--- src/rtl/multi_servo_slew_limiter_unit_macros.svh ---
`ifndef MULTI_SERVO_SLEW_LIMITER_UNIT_MACROS_SVH
`define MULTI_SERVO_SLEW_LIMITER_UNIT_MACROS_SVH

// Condition that holds at every clock edge out of reset.
`define MSL_CHECK(label, cond, msg) \
    label: assert property (@(posedge clk) disable iff (!rst_n) (cond)) \
        else $error(msg);

// Same-cycle implication.
`define MSL_CHECK_IMPL(label, ante, cons, msg) \
    label: assert property (@(posedge clk) disable iff (!rst_n) (ante) |-> (cons)) \
        else $error(msg);

// Implication in the next cycle.
`define MSL_CHECK_NEXT(label, ante, cons, msg) \
    label: assert property (@(posedge clk) disable iff (!rst_n) (ante) |=> (cons)) \
        else $error(msg);

`endif

--- src/rtl/msl_pkg.sv ---
`default_nettype none

package msl_pkg;

    localparam int ANGLE_W     = 16;
    localparam int STEP_W      = 15;
    localparam int LEG_IDX_W   = 3;
    localparam int MODE_W      = 3;
    localparam int S_TDATA_W   = 56;
    localparam int M_TDATA_W   = 24;
    localparam int QUEUE_DEPTH = 2;

    localparam logic [MODE_W-1:0] MODE_TICK        = 3'd0;
    localparam logic [MODE_W-1:0] MODE_SET_CUR_ABS = 3'd1;
    localparam logic [MODE_W-1:0] MODE_SET_CUR_REL = 3'd2;
    localparam logic [MODE_W-1:0] MODE_SET_DES_ABS = 3'd3;
    localparam logic [MODE_W-1:0] MODE_SET_DES_REL = 3'd4;

    localparam logic [1:0] OP_TICK    = 2'd0;
    localparam logic [1:0] OP_SET_CUR = 2'd1;
    localparam logic [1:0] OP_SET_DES = 2'd2;

    typedef struct packed {
        logic [1:0]                op;
        logic                      rel;
        logic [LEG_IDX_W-1:0]      leg;
        logic signed [ANGLE_W-1:0] coxa;
        logic signed [ANGLE_W-1:0] tibia;
        logic [STEP_W-1:0]         step;
    } msl_cmd_t;

endpackage

`default_nettype wire

--- src/rtl/multi_servo_slew_limiter_unit.sv ---
`default_nettype none
// Channel   Group      Contents
// input     s_*        mode in tuser; leg, coxa, tibia, step in tdata
// output    m_*        leg, joint, angle in tdata; last result of a word in tlast
//
// The front stage decodes one word per cycle while the command queue has room.
// A tick walks all LEGS*JOINTS entries, one per cycle unless stalled, then flushes.
// A set-current walks the JOINTS entries of its leg and flushes; a set-desired only walks.
// A full output register stalls the walker on the next reported joint only.
// Reset clears all angles and steps to zero; no clearing pass is needed.
module multi_servo_slew_limiter_unit
    import msl_pkg::*;
#(
    parameter int LEGS   = 6,
    parameter int JOINTS = 2
) (
    input  wire logic                 clk,
    input  wire logic                 rst_n,
    input  wire logic                 s_tvalid,
    output logic                      s_tready,
    // [2:0] leg_index, [18:3] coxa_angle, [34:19] tibia_angle, [50:35] step_size
    input  wire logic [S_TDATA_W-1:0] s_tdata,
    // [2:0] mode
    input  wire logic [MODE_W-1:0]    s_tuser,
    output logic                      m_tvalid,
    input  wire logic                 m_tready,
    // [2:0] out_leg, [3] out_joint, [19:4] out_angle
    output logic [M_TDATA_W-1:0]      m_tdata,
    output logic                      m_tlast
);

    logic     fe_valid, fe_ready;
    msl_cmd_t fe_cmd;
    logic     q_valid, q_pop;
    msl_cmd_t q_cmd;

    msl_front #(
        .LEGS (LEGS)
    ) u_front (
        .clk       (clk),
        .rst_n     (rst_n),
        .s_tvalid  (s_tvalid),
        .s_tready  (s_tready),
        .s_tdata   (s_tdata),
        .s_tuser   (s_tuser),
        .cmd_valid (fe_valid),
        .cmd       (fe_cmd),
        .cmd_ready (fe_ready)
    );

    msl_queue #(
        .WIDTH ($bits(msl_cmd_t)),
        .DEPTH (QUEUE_DEPTH)
    ) u_queue (
        .clk        (clk),
        .rst_n      (rst_n),
        .push       (fe_valid),
        .push_ready (fe_ready),
        .din        (fe_cmd),
        .pop_valid  (q_valid),
        .pop        (q_pop),
        .dout       (q_cmd)
    );

    msl_back #(
        .LEGS   (LEGS),
        .JOINTS (JOINTS)
    ) u_back (
        .clk      (clk),
        .rst_n    (rst_n),
        .q_valid  (q_valid),
        .q_cmd    (q_cmd),
        .q_pop    (q_pop),
        .m_tvalid (m_tvalid),
        .m_tready (m_tready),
        .m_tdata  (m_tdata),
        .m_tlast  (m_tlast)
    );

endmodule

`default_nettype wire

--- src/rtl/msl_front.sv ---
`default_nettype none

module msl_front
    import msl_pkg::*;
#(
    parameter int LEGS = 6
) (
    input  wire logic                 clk,
    input  wire logic                 rst_n,
    input  wire logic                 s_tvalid,
    output logic                      s_tready,
    // [2:0] leg_index, [18:3] coxa_angle, [34:19] tibia_angle, [50:35] step_size
    input  wire logic [S_TDATA_W-1:0] s_tdata,
    // [2:0] mode
    input  wire logic [MODE_W-1:0]    s_tuser,
    output logic                      cmd_valid,
    output msl_cmd_t                  cmd,
    input  wire logic                 cmd_ready
);

    logic     cmd_valid_reg, cmd_valid_next;
    msl_cmd_t cmd_reg, cmd_next;

    logic [MODE_W-1:0]         mode;
    logic [LEG_IDX_W-1:0]      leg;
    logic signed [ANGLE_W-1:0] step_in;
    logic [ANGLE_W-1:0]        step_neg;
    logic                      leg_ok;
    logic                      keep;
    msl_cmd_t                  decoded;

    assign mode     = s_tuser;
    assign leg      = s_tdata[2:0];
    assign step_in  = s_tdata[50:35];
    assign step_neg = ~step_in + 16'd1;
    assign leg_ok   = (32'(leg) < LEGS);

    assign s_tready = !cmd_valid_reg || cmd_ready;

    always_comb
    begin
        decoded.op    = OP_TICK;
        decoded.rel   = 1'b0;
        decoded.leg   = leg;
        decoded.coxa  = s_tdata[18:3];
        decoded.tibia = s_tdata[34:19];
        // magnitude of the step, most negative value clips to the largest positive
        if (step_in == 16'sh8000)
            decoded.step = 15'h7fff;
        else if (step_in[15])
            decoded.step = step_neg[14:0];
        else
            decoded.step = step_in[14:0];

        keep = 1'b0;
        if (mode == MODE_TICK)
        begin
            keep = 1'b1;
        end
        else if (mode inside {MODE_SET_CUR_ABS, MODE_SET_CUR_REL})
        begin
            decoded.op  = OP_SET_CUR;
            decoded.rel = (mode == MODE_SET_CUR_REL);
            keep        = leg_ok;
        end
        else if (mode inside {MODE_SET_DES_ABS, MODE_SET_DES_REL})
        begin
            decoded.op  = OP_SET_DES;
            decoded.rel = (mode == MODE_SET_DES_REL);
            keep        = leg_ok;
        end
    end

    always_comb
    begin
        cmd_valid_next = cmd_valid_reg && !cmd_ready;
        cmd_next       = cmd_reg;
        // drop words with an unknown mode, and set words with a leg out of range
        if (s_tvalid && s_tready && keep)
        begin
            cmd_valid_next = 1'b1;
            cmd_next       = decoded;
        end
    end

    always_ff @(posedge clk or negedge rst_n)
    begin
        if (!rst_n)
            cmd_valid_reg <= 1'b0;
        else
            cmd_valid_reg <= cmd_valid_next;
    end

    always_ff @(posedge clk)
    begin
        cmd_reg <= cmd_next;
    end

    assign cmd_valid = cmd_valid_reg;
    assign cmd       = cmd_reg;

endmodule

`default_nettype wire

--- src/rtl/msl_queue.sv ---
`default_nettype none
`include "multi_servo_slew_limiter_unit_macros.svh"

module msl_queue
    import msl_pkg::*;
#(
    parameter int WIDTH = 8,
    parameter int DEPTH = 2
) (
    input  wire logic             clk,
    input  wire logic             rst_n,
    input  wire logic             push,
    output logic                  push_ready,
    input  wire logic [WIDTH-1:0] din,
    output logic                  pop_valid,
    input  wire logic             pop,
    output logic [WIDTH-1:0]      dout
);

    localparam int PTR_W = (DEPTH > 1) ? $clog2(DEPTH) : 1;
    localparam int CNT_W = $clog2(DEPTH + 1);
    localparam logic [PTR_W-1:0] LAST_PTR = PTR_W'(DEPTH - 1);

    logic [WIDTH-1:0] mem_reg [DEPTH];
    logic [PTR_W-1:0] wr_ptr_reg, wr_ptr_next;
    logic [PTR_W-1:0] rd_ptr_reg, rd_ptr_next;
    logic [CNT_W-1:0] count_reg, count_next;
    logic             do_push, do_pop;

    assign push_ready = (count_reg != CNT_W'(DEPTH));
    assign pop_valid  = (count_reg != '0);
    assign do_push    = push && push_ready;
    assign do_pop     = pop && pop_valid;
    assign dout       = mem_reg[rd_ptr_reg];

    always_comb
    begin
        wr_ptr_next = wr_ptr_reg;
        rd_ptr_next = rd_ptr_reg;
        count_next  = count_reg;
        if (do_push)
            wr_ptr_next = (wr_ptr_reg == LAST_PTR) ? '0 : wr_ptr_reg + 1'b1;
        if (do_pop)
            rd_ptr_next = (rd_ptr_reg == LAST_PTR) ? '0 : rd_ptr_reg + 1'b1;
        if (do_push && !do_pop)
            count_next = count_reg + 1'b1;
        else if (do_pop && !do_push)
            count_next = count_reg - 1'b1;
    end

    always_ff @(posedge clk or negedge rst_n)
    begin
        if (!rst_n)
        begin
            wr_ptr_reg <= '0;
            rd_ptr_reg <= '0;
            count_reg  <= '0;
        end
        else
        begin
            wr_ptr_reg <= wr_ptr_next;
            rd_ptr_reg <= rd_ptr_next;
            count_reg  <= count_next;
        end
    end

    always_ff @(posedge clk)
    begin
        if (do_push)
            mem_reg[wr_ptr_reg] <= din;
    end

    `MSL_CHECK(a_count_bound, 32'(count_reg) <= DEPTH, "queue count beyond depth")
    `MSL_CHECK_IMPL(a_empty_ptrs, count_reg == '0, rd_ptr_reg == wr_ptr_reg, "empty queue with split pointers")

endmodule

`default_nettype wire

--- src/rtl/msl_back.sv ---
`default_nettype none
`include "multi_servo_slew_limiter_unit_macros.svh"

module msl_back
    import msl_pkg::*;
#(
    parameter int LEGS   = 6,
    parameter int JOINTS = 2
) (
    input  wire logic                 clk,
    input  wire logic                 rst_n,
    input  wire logic                 q_valid,
    input  wire msl_cmd_t             q_cmd,
    output logic                      q_pop,
    output logic                      m_tvalid,
    input  wire logic                 m_tready,
    // [2:0] out_leg, [3] out_joint, [19:4] out_angle
    output logic [M_TDATA_W-1:0]      m_tdata,
    output logic                      m_tlast
);

    localparam int N     = LEGS * JOINTS;
    localparam int IDX_W = (N > 1) ? $clog2(N) : 1;
    localparam int LEG_W = (LEGS > 1) ? $clog2(LEGS) : 1;
    localparam int JNT_W = (JOINTS > 1) ? $clog2(JOINTS) : 1;
    localparam logic [IDX_W-1:0] LAST_IDX = IDX_W'(N - 1);
    localparam logic [JNT_W-1:0] LAST_JNT = JNT_W'(JOINTS - 1);

    localparam logic [2:0] ST_IDLE  = 3'd0;
    localparam logic [2:0] ST_TICK  = 3'd1;
    localparam logic [2:0] ST_SETC  = 3'd2;
    localparam logic [2:0] ST_SETD  = 3'd3;
    localparam logic [2:0] ST_FLUSH = 3'd4;

    function automatic logic signed [ANGLE_W-1:0] sat16(input logic signed [ANGLE_W:0] v);
        if (v > 17'sd32767)
            return 16'sh7fff;
        else if (v < -17'sd32768)
            return 16'sh8000;
        else
            return signed'(v[ANGLE_W-1:0]);
    endfunction

    logic signed [ANGLE_W-1:0] cur_reg [N];
    logic signed [ANGLE_W-1:0] tgt_reg [N];
    logic [STEP_W-1:0]         step_reg [LEGS];

    logic [2:0]       state_reg, state_next;
    logic [IDX_W-1:0] idx_reg, idx_next;
    logic [LEG_W-1:0] leg_reg, leg_next;
    logic [JNT_W-1:0] jnt_reg, jnt_next;

    logic                      rel_reg, rel_next;
    logic signed [ANGLE_W-1:0] coxa_reg, coxa_next;
    logic signed [ANGLE_W-1:0] tibia_reg, tibia_next;
    logic [STEP_W-1:0]         stepv_reg, stepv_next;

    logic                      pend_valid_reg, pend_valid_next;
    logic [LEG_IDX_W-1:0]      pend_leg_reg, pend_leg_next;
    logic                      pend_jnt_reg, pend_jnt_next;
    logic signed [ANGLE_W-1:0] pend_angle_reg, pend_angle_next;

    logic                      out_valid_reg, out_valid_next;
    logic [LEG_IDX_W-1:0]      out_leg_reg, out_leg_next;
    logic                      out_jnt_reg, out_jnt_next;
    logic signed [ANGLE_W-1:0] out_angle_reg, out_angle_next;
    logic                      out_last_reg, out_last_next;

    logic                      out_free;
    logic                      push_out, push_last;
    logic                      wr_en, step_wr;
    logic signed [ANGLE_W-1:0] cur_sel, tgt_sel, val_sel;
    logic signed [ANGLE_W:0]   err, s17, neg_s17, dec_cur, inc_cur;
    logic signed [ANGLE_W:0]   cur_sum, tgt_sum;
    logic signed [ANGLE_W-1:0] tick_new, setc_new, setd_new;
    logic signed [ANGLE_W-1:0] new_cur, new_tgt;
    logic                      tick_emit, emit, advance, done;
    logic [7:0]                leg_wide;
    logic [LEG_W-1:0]          q_leg;
    logic [IDX_W-1:0]          q_base;

    assign out_free = !out_valid_reg || m_tready;
    assign cur_sel  = cur_reg[idx_reg];
    assign tgt_sel  = tgt_reg[idx_reg];
    assign leg_wide = 8'(leg_reg);
    assign q_leg    = LEG_W'(q_cmd.leg);
    assign q_base   = IDX_W'(32'(q_cmd.leg) * JOINTS);

    always_comb
    begin
        if (jnt_reg == '0)
            val_sel = coxa_reg;
        else if (JOINTS > 1 && jnt_reg == JNT_W'(1))
            val_sel = tibia_reg;
        else
            val_sel = '0;
    end

    // slew step toward the target, or snap when within one step; also the absolute or relative set values
    always_comb
    begin
        err     = {cur_sel[ANGLE_W-1], cur_sel} - {tgt_sel[ANGLE_W-1], tgt_sel};
        s17     = signed'({2'b00, step_reg[leg_reg]});
        neg_s17 = -s17;
        dec_cur = {cur_sel[ANGLE_W-1], cur_sel} - s17;
        inc_cur = {cur_sel[ANGLE_W-1], cur_sel} + s17;
        if (err > s17)
        begin
            tick_new  = dec_cur[ANGLE_W-1:0];
            tick_emit = 1'b1;
        end
        else if (err < neg_s17)
        begin
            tick_new  = inc_cur[ANGLE_W-1:0];
            tick_emit = 1'b1;
        end
        else
        begin
            tick_new  = tgt_sel;
            tick_emit = 1'b0;
        end
        cur_sum  = {cur_sel[ANGLE_W-1], cur_sel} + {val_sel[ANGLE_W-1], val_sel};
        tgt_sum  = {tgt_sel[ANGLE_W-1], tgt_sel} + {val_sel[ANGLE_W-1], val_sel};
        setc_new = rel_reg ? sat16(cur_sum) : val_sel;
        setd_new = rel_reg ? sat16(tgt_sum) : val_sel;
    end

    always_comb
    begin
        case (state_reg)
            ST_TICK:
            begin
                new_cur = tick_new;
                new_tgt = tgt_sel;
            end
            ST_SETC:
            begin
                new_cur = setc_new;
                new_tgt = setc_new;
            end
            ST_SETD:
            begin
                new_cur = cur_sel;
                new_tgt = setd_new;
            end
            default:
            begin
                new_cur = cur_sel;
                new_tgt = tgt_sel;
            end
        endcase
    end

    assign emit    = (state_reg == ST_TICK && tick_emit) || state_reg == ST_SETC;
    assign advance = !(emit && pend_valid_reg && !out_free);
    assign done    = (state_reg == ST_TICK) ? (idx_reg == LAST_IDX) : (jnt_reg == LAST_JNT);

    always_comb
    begin
        state_next      = state_reg;
        idx_next        = idx_reg;
        leg_next        = leg_reg;
        jnt_next        = jnt_reg;
        rel_next        = rel_reg;
        coxa_next       = coxa_reg;
        tibia_next      = tibia_reg;
        stepv_next      = stepv_reg;
        pend_valid_next = pend_valid_reg;
        pend_leg_next   = pend_leg_reg;
        pend_jnt_next   = pend_jnt_reg;
        pend_angle_next = pend_angle_reg;
        q_pop           = 1'b0;
        wr_en           = 1'b0;
        step_wr         = 1'b0;
        push_out        = 1'b0;
        push_last       = 1'b0;

        case (state_reg)
            ST_IDLE:
            begin
                if (q_valid)
                begin
                    q_pop      = 1'b1;
                    rel_next   = q_cmd.rel;
                    coxa_next  = q_cmd.coxa;
                    tibia_next = q_cmd.tibia;
                    stepv_next = q_cmd.step;
                    jnt_next   = '0;
                    case (q_cmd.op)
                        OP_TICK:
                        begin
                            state_next = ST_TICK;
                            idx_next   = '0;
                            leg_next   = '0;
                        end
                        OP_SET_CUR:
                        begin
                            state_next = ST_SETC;
                            idx_next   = q_base;
                            leg_next   = q_leg;
                        end
                        OP_SET_DES:
                        begin
                            state_next = ST_SETD;
                            idx_next   = q_base;
                            leg_next   = q_leg;
                        end
                        default:
                        begin
                            state_next = ST_IDLE;
                        end
                    endcase
                end
            end
            ST_TICK, ST_SETC, ST_SETD:
            begin
                if (advance)
                begin
                    wr_en   = 1'b1;
                    step_wr = (state_reg == ST_SETD);
                    if (emit)
                    begin
                        // earlier result goes out, not the final one
                        push_out        = pend_valid_reg;
                        pend_valid_next = 1'b1;
                        pend_leg_next   = leg_wide[LEG_IDX_W-1:0];
                        pend_jnt_next   = jnt_reg[0];
                        pend_angle_next = new_cur;
                    end
                    if (done)
                    begin
                        state_next = (state_reg == ST_SETD) ? ST_IDLE : ST_FLUSH;
                    end
                    else
                    begin
                        idx_next = idx_reg + 1'b1;
                        if (jnt_reg == LAST_JNT)
                        begin
                            jnt_next = '0;
                            leg_next = leg_reg + 1'b1;
                        end
                        else
                        begin
                            jnt_next = jnt_reg + 1'b1;
                        end
                    end
                end
            end
            ST_FLUSH:
            begin
                if (!pend_valid_reg)
                begin
                    state_next = ST_IDLE;
                end
                else if (out_free)
                begin
                    push_out        = 1'b1;
                    push_last       = 1'b1;
                    pend_valid_next = 1'b0;
                    state_next      = ST_IDLE;
                end
            end
            default:
            begin
                state_next = ST_IDLE;
            end
        endcase
    end

    always_comb
    begin
        out_valid_next = out_valid_reg && !m_tready;
        out_leg_next   = out_leg_reg;
        out_jnt_next   = out_jnt_reg;
        out_angle_next = out_angle_reg;
        out_last_next  = out_last_reg;
        if (push_out)
        begin
            out_valid_next = 1'b1;
            out_leg_next   = pend_leg_reg;
            out_jnt_next   = pend_jnt_reg;
            out_angle_next = pend_angle_reg;
            out_last_next  = push_last;
        end
    end

    always_ff @(posedge clk or negedge rst_n)
    begin
        if (!rst_n)
        begin
            state_reg      <= ST_IDLE;
            idx_reg        <= '0;
            leg_reg        <= '0;
            jnt_reg        <= '0;
            pend_valid_reg <= 1'b0;
            out_valid_reg  <= 1'b0;
            for (int i = 0; i < N; i++)
            begin
                cur_reg[i] <= '0;
                tgt_reg[i] <= '0;
            end
            for (int i = 0; i < LEGS; i++)
            begin
                step_reg[i] <= '0;
            end
        end
        else
        begin
            state_reg      <= state_next;
            idx_reg        <= idx_next;
            leg_reg        <= leg_next;
            jnt_reg        <= jnt_next;
            pend_valid_reg <= pend_valid_next;
            out_valid_reg  <= out_valid_next;
            if (wr_en)
            begin
                cur_reg[idx_reg] <= new_cur;
                tgt_reg[idx_reg] <= new_tgt;
            end
            if (step_wr)
                step_reg[leg_reg] <= stepv_reg;
        end
    end

    always_ff @(posedge clk)
    begin
        rel_reg        <= rel_next;
        coxa_reg       <= coxa_next;
        tibia_reg      <= tibia_next;
        stepv_reg      <= stepv_next;
        pend_leg_reg   <= pend_leg_next;
        pend_jnt_reg   <= pend_jnt_next;
        pend_angle_reg <= pend_angle_next;
        out_leg_reg    <= out_leg_next;
        out_jnt_reg    <= out_jnt_next;
        out_angle_reg  <= out_angle_next;
        out_last_reg   <= out_last_next;
    end

    assign m_tvalid = out_valid_reg;
    assign m_tdata  = {4'b0000, out_angle_reg, out_jnt_reg, out_leg_reg};
    assign m_tlast  = out_last_reg;

    `MSL_CHECK_IMPL(a_idle_no_pend, state_reg == ST_IDLE, !pend_valid_reg, "pending result left in idle")
    `MSL_CHECK_IMPL(a_walk_index, state_reg == ST_TICK || state_reg == ST_SETC || state_reg == ST_SETD, 32'(idx_reg) == 32'(leg_reg) * JOINTS + 32'(jnt_reg), "entry index out of step with leg and joint")
    `MSL_CHECK_NEXT(a_flush_last, state_reg == ST_FLUSH && pend_valid_reg && out_free, out_valid_reg && out_last_reg, "final result not marked last")

endmodule

`default_nettype wire
--- config.mk ---
export PLATFORM = sky130hd
export DESIGN_NAME = multi_servo_slew_limiter_unit
export DESIGN_NICKNAME = d
export VERILOG_FILES = /design/src/rtl/msl_pkg.sv /design/src/rtl/multi_servo_slew_limiter_unit.sv /design/src/rtl/msl_front.sv /design/src/rtl/msl_queue.sv /design/src/rtl/msl_back.sv
export VERILOG_INCLUDE_DIRS = /design/src /design/src/rtl
export SDC_FILE = /design/constraint.sdc
export NUM_CORES = 1
export LEC_CHECK = 0
export BUFFER_PORTS_ARGS = -buffer_cell sky130_fd_sc_hd__clkbuf_2
export CORE_ASPECT_RATIO = 2
export CORE_MARGIN = 1.5
export CORE_UTILIZATION = 45
export CTS_CLUSTER_SIZE = 28
export DETAILED_ROUTE_END_ITERATION = 8
export PLACE_DENSITY = 0.7
export SLEW_MARGIN = 40
export SYNTH_ARGS = -nofsm -noshare
export SYNTH_HDL_FRONTEND = slang
export SYNTH_SLANG_ARGS = --single-unit
export TNS_END_PERCENT = 30
--- constraint.sdc ---
create_clock -name clk -period 7.9 [get_ports clk]
set_input_delay 1.58 -clock clk [delete_from_list [all_inputs] [get_ports clk]]
set_output_delay 1.58 -clock clk [all_outputs]
set_load 0.03 [all_outputs]
==> impl_metrics.tcl <==
set metrics [dict create \
    run_status "finished, final reports clean" \
    synth_cell_types 90 \
    grt-ovfl-total 0 \
    die-area_um2 83200 \
    critPathKind "reg -> reg" \
    hold_viol 0 \
    end_kind "flip-flop" \
    dieHeight_um 406 \
    antenna_cells 0 \
    fin_skew_ns 0.0265 \
    nFillCells 6804 \
    final_cell_mix "487 x dfrtp_1, 290 x nand2_1, 248 x edfxtp_1" \
    via_per_inst 5.84 \
    drt_iter0_markers 1456 \
    grt_max_degree 150 \
    min-delay-start "u_back.pend_angle_reg[12]$_DFFE_PP_" \
    path_common_cell "buf_4" \
    final_net_count 3263 \
    r2r-start "u_back.idx_reg[0]$_DFFE_PN0P_" \
    max_slew_margin 0.458 \
    initial_core_util 0.455 \
    ctsLongestPathBuffers 3 \
    drv_cap 0 \
    crit_path_start "u_back.idx_reg[0]$_DFFE_PN0P_" \
    worstPathRequired_ns 8.42 \
    routed_wl_um 99300 \
    drt_drc_violations_left 0 \
    path_clk_slew_ns 0.07 \
    finalMaxSlewViolations 0 \
    holdCritPathClass "reg -> reg" \
    die_w_um 205 \
    drive_above_1_share 0.228 \
    finalSetupViolCount 0 \
    grt_usage 0.243 \
    grt_pass1_vias 25429 \
    path_max_fanout 48 \
    cts_root_buffer "clkbuf_16" \
    post-route-min-period_ns 7.56 \
    async_flop_share 0.665 \
    hold_buffers 0 \
    vias 24401 \
    antenna_found_initial 0 \
    pin_count 90 \
    synth-seq-cells 740 \
    ys.flop_type "dfrtp_1" \
    dp_hpwl_um 69100 \
    cts_tree "yes" \
    rsz0062_at_grt "no" \
    startpoint_type "flip-flop" \
    syn_area_um2 36600 \
    crit_path_top_delay_cell "dfrtp_4" \
    worst_slew_pin_slew_ns 0.805 \
    final.setup.tns_ns 0 \
    yosysSeqAreaShare 0.540 \
    fp-row-count 147 \
    critPathMaxStageDelay_ns 0.57 \
    synth-edff-count 248 \
    cts_sinks 740 \
    cts_buffers 69 \
    period_share 0.956 \
    grt_pass1_wl_um 151000 \
    worst_skew_pair.late_latency_ns 0.66 \
    io_buffers 80 \
    gp_congestion 0.974 \
    core_area_um2 80400 \
    htreeDepth 3 \
    fmax_ghz 0.132 \
    wl_per_cell_um 23.8 \
    final_common_cell "dfrtp_1" \
    cts_setup_buffers 0 \
    syn_area_per_cell_um2 12.3 \
    worstPathArrival_ns 8.07 \
    drtPass1Iterations 5 \
    ant_nets 0 \
    synth_cells 2971 \
    synth_warnings 0 \
    synthToLayoutAreaGrowth_pct 13.7 \
]
cell families (layout without fill, tap and decap cells):
family / Yosys count / after routing / synth area share
other: 1 / 4 / 0.000102
buffers and inverters: 283 / 446 / 0.0321
xor gates and xnor gates: 78 / 78 / 0.0187
adders and majority gates: 117 / 117 / 0.0409
and+or+nand+nor: 611 / 611 / 0.0760
muxes: 513 / 513 / 0.186
DFF: 740 / 740 / 0.540
AOI/OAI and AO/OA: 628 / 628 / 0.106
metrics by stage:
| stage | worst slack, ns | util | cells | cell area (um2) | hold WS [ns] |
|---|---|---|---|---|---|
| after floorplan | 0.0462 | - | 2974 | 36600 | 0.400 |
| after global placement | 0.408 | 0.485 | 4051 | 39000 | 0.401 |
| after detailed placement | 0.291 | 0.487 | 4055 | 39100 | 0.405 |
| after CTS | 0.270 | 0.516 | 4178 | 41500 | 0.415 |
| after global routing | 0.0174 | 0.518 | 4180 | 41600 | 0.420 |
| final | 0.345 | 0.518 | 4180 | 41600 | 0.413 |
layout make-up:
| cell class | count | area [um2] | area share |
|---|---|---|---|
| sequential | 740 | 19800 | 0.475 |
| multi-input combinational | 1951 | 15800 | 0.380 |
| timing repair buffer | 239 | 2040 | 0.0489 |
| clock buffer | 94 | 2020 | 0.0485 |
| tap | 1043 | 1310 | 0.0314 |
| clock inverter | 29 | 348 | 0.00836 |
| inverter | 84 | 315 | 0.00758 |
worst max-delay path, delay by kind of cell (launching register included):
family	cells	cell delay [ns]
compound gates	10	2.27
xor+xnor	1	0.16
fa+ha+maj	3	0.95
buf+inv	6	1.09
flops	1	0.57
mux	3	1.13
simple gates	6	1.14
path summary, 6_finish.rpt:
kind / endpoint / slack (ns) / cells after the start
worst min-delay path: u_back.out_angle_reg[12]$_DFFE_PP_ / 0.41 / 0
worst max-delay path: u_back.cur_reg[189]$_DFFE_PN0P_ / 0.34 / 29
max in group asynchronous: u_back.idx_reg[1]$_DFFE_PN0P_ / 5.40 / 4
worst max register to register: u_back.cur_reg[189]$_DFFE_PN0P_ / 0.34 / 29
worst min register to register: u_back.out_angle_reg[12]$_DFFE_PP_ / 0.41 / 0
min in group asynchronous: u_back.cur_reg[109]$_DFFE_PN0P_ / 0.88 / 1
repair_timing:
item	in CTS	in global routing
setup endpoints to repair	0	184
hold endpoints to repair	0	0
resized for setup	0	8
synthesized netlist by cell type, drive strengths merged (13+ instances only):
cell	number	area [um2]
nor3	42	221
ha	110	1380
mux2	360	4060
mux4	98	2210
a21oi	122	618
xor2	22	193
inv	84	315
a31oi	18	113
o31ai	13	108
nand2b	18	113
buf	74	392
or3	14	87.6
xnor2	56	490
nor2b	27	169
mux2i	55	551
a21o	20	150
dfrtp	492	12300
clkbuf	125	469
nand2	292	1100
o21ai	285	1430
a211oi	44	353
nor2	123	464
nand3	29	158
o21a	15	113
edfxtp	248	7450
o211ai	13	108
metal layers:
metal  global-route usage  vias up  share of wire
met5                    0        -              0
met1                0.254    12320           0.35
met3               0.0408      300          0.045
met2                0.436      666           0.52
li1                     -    11115              -
met4                0.177        0          0.080
Power is not shown: default switching activity piles up to over one toggle a cycle in this logic, so the estimate is an artifact.
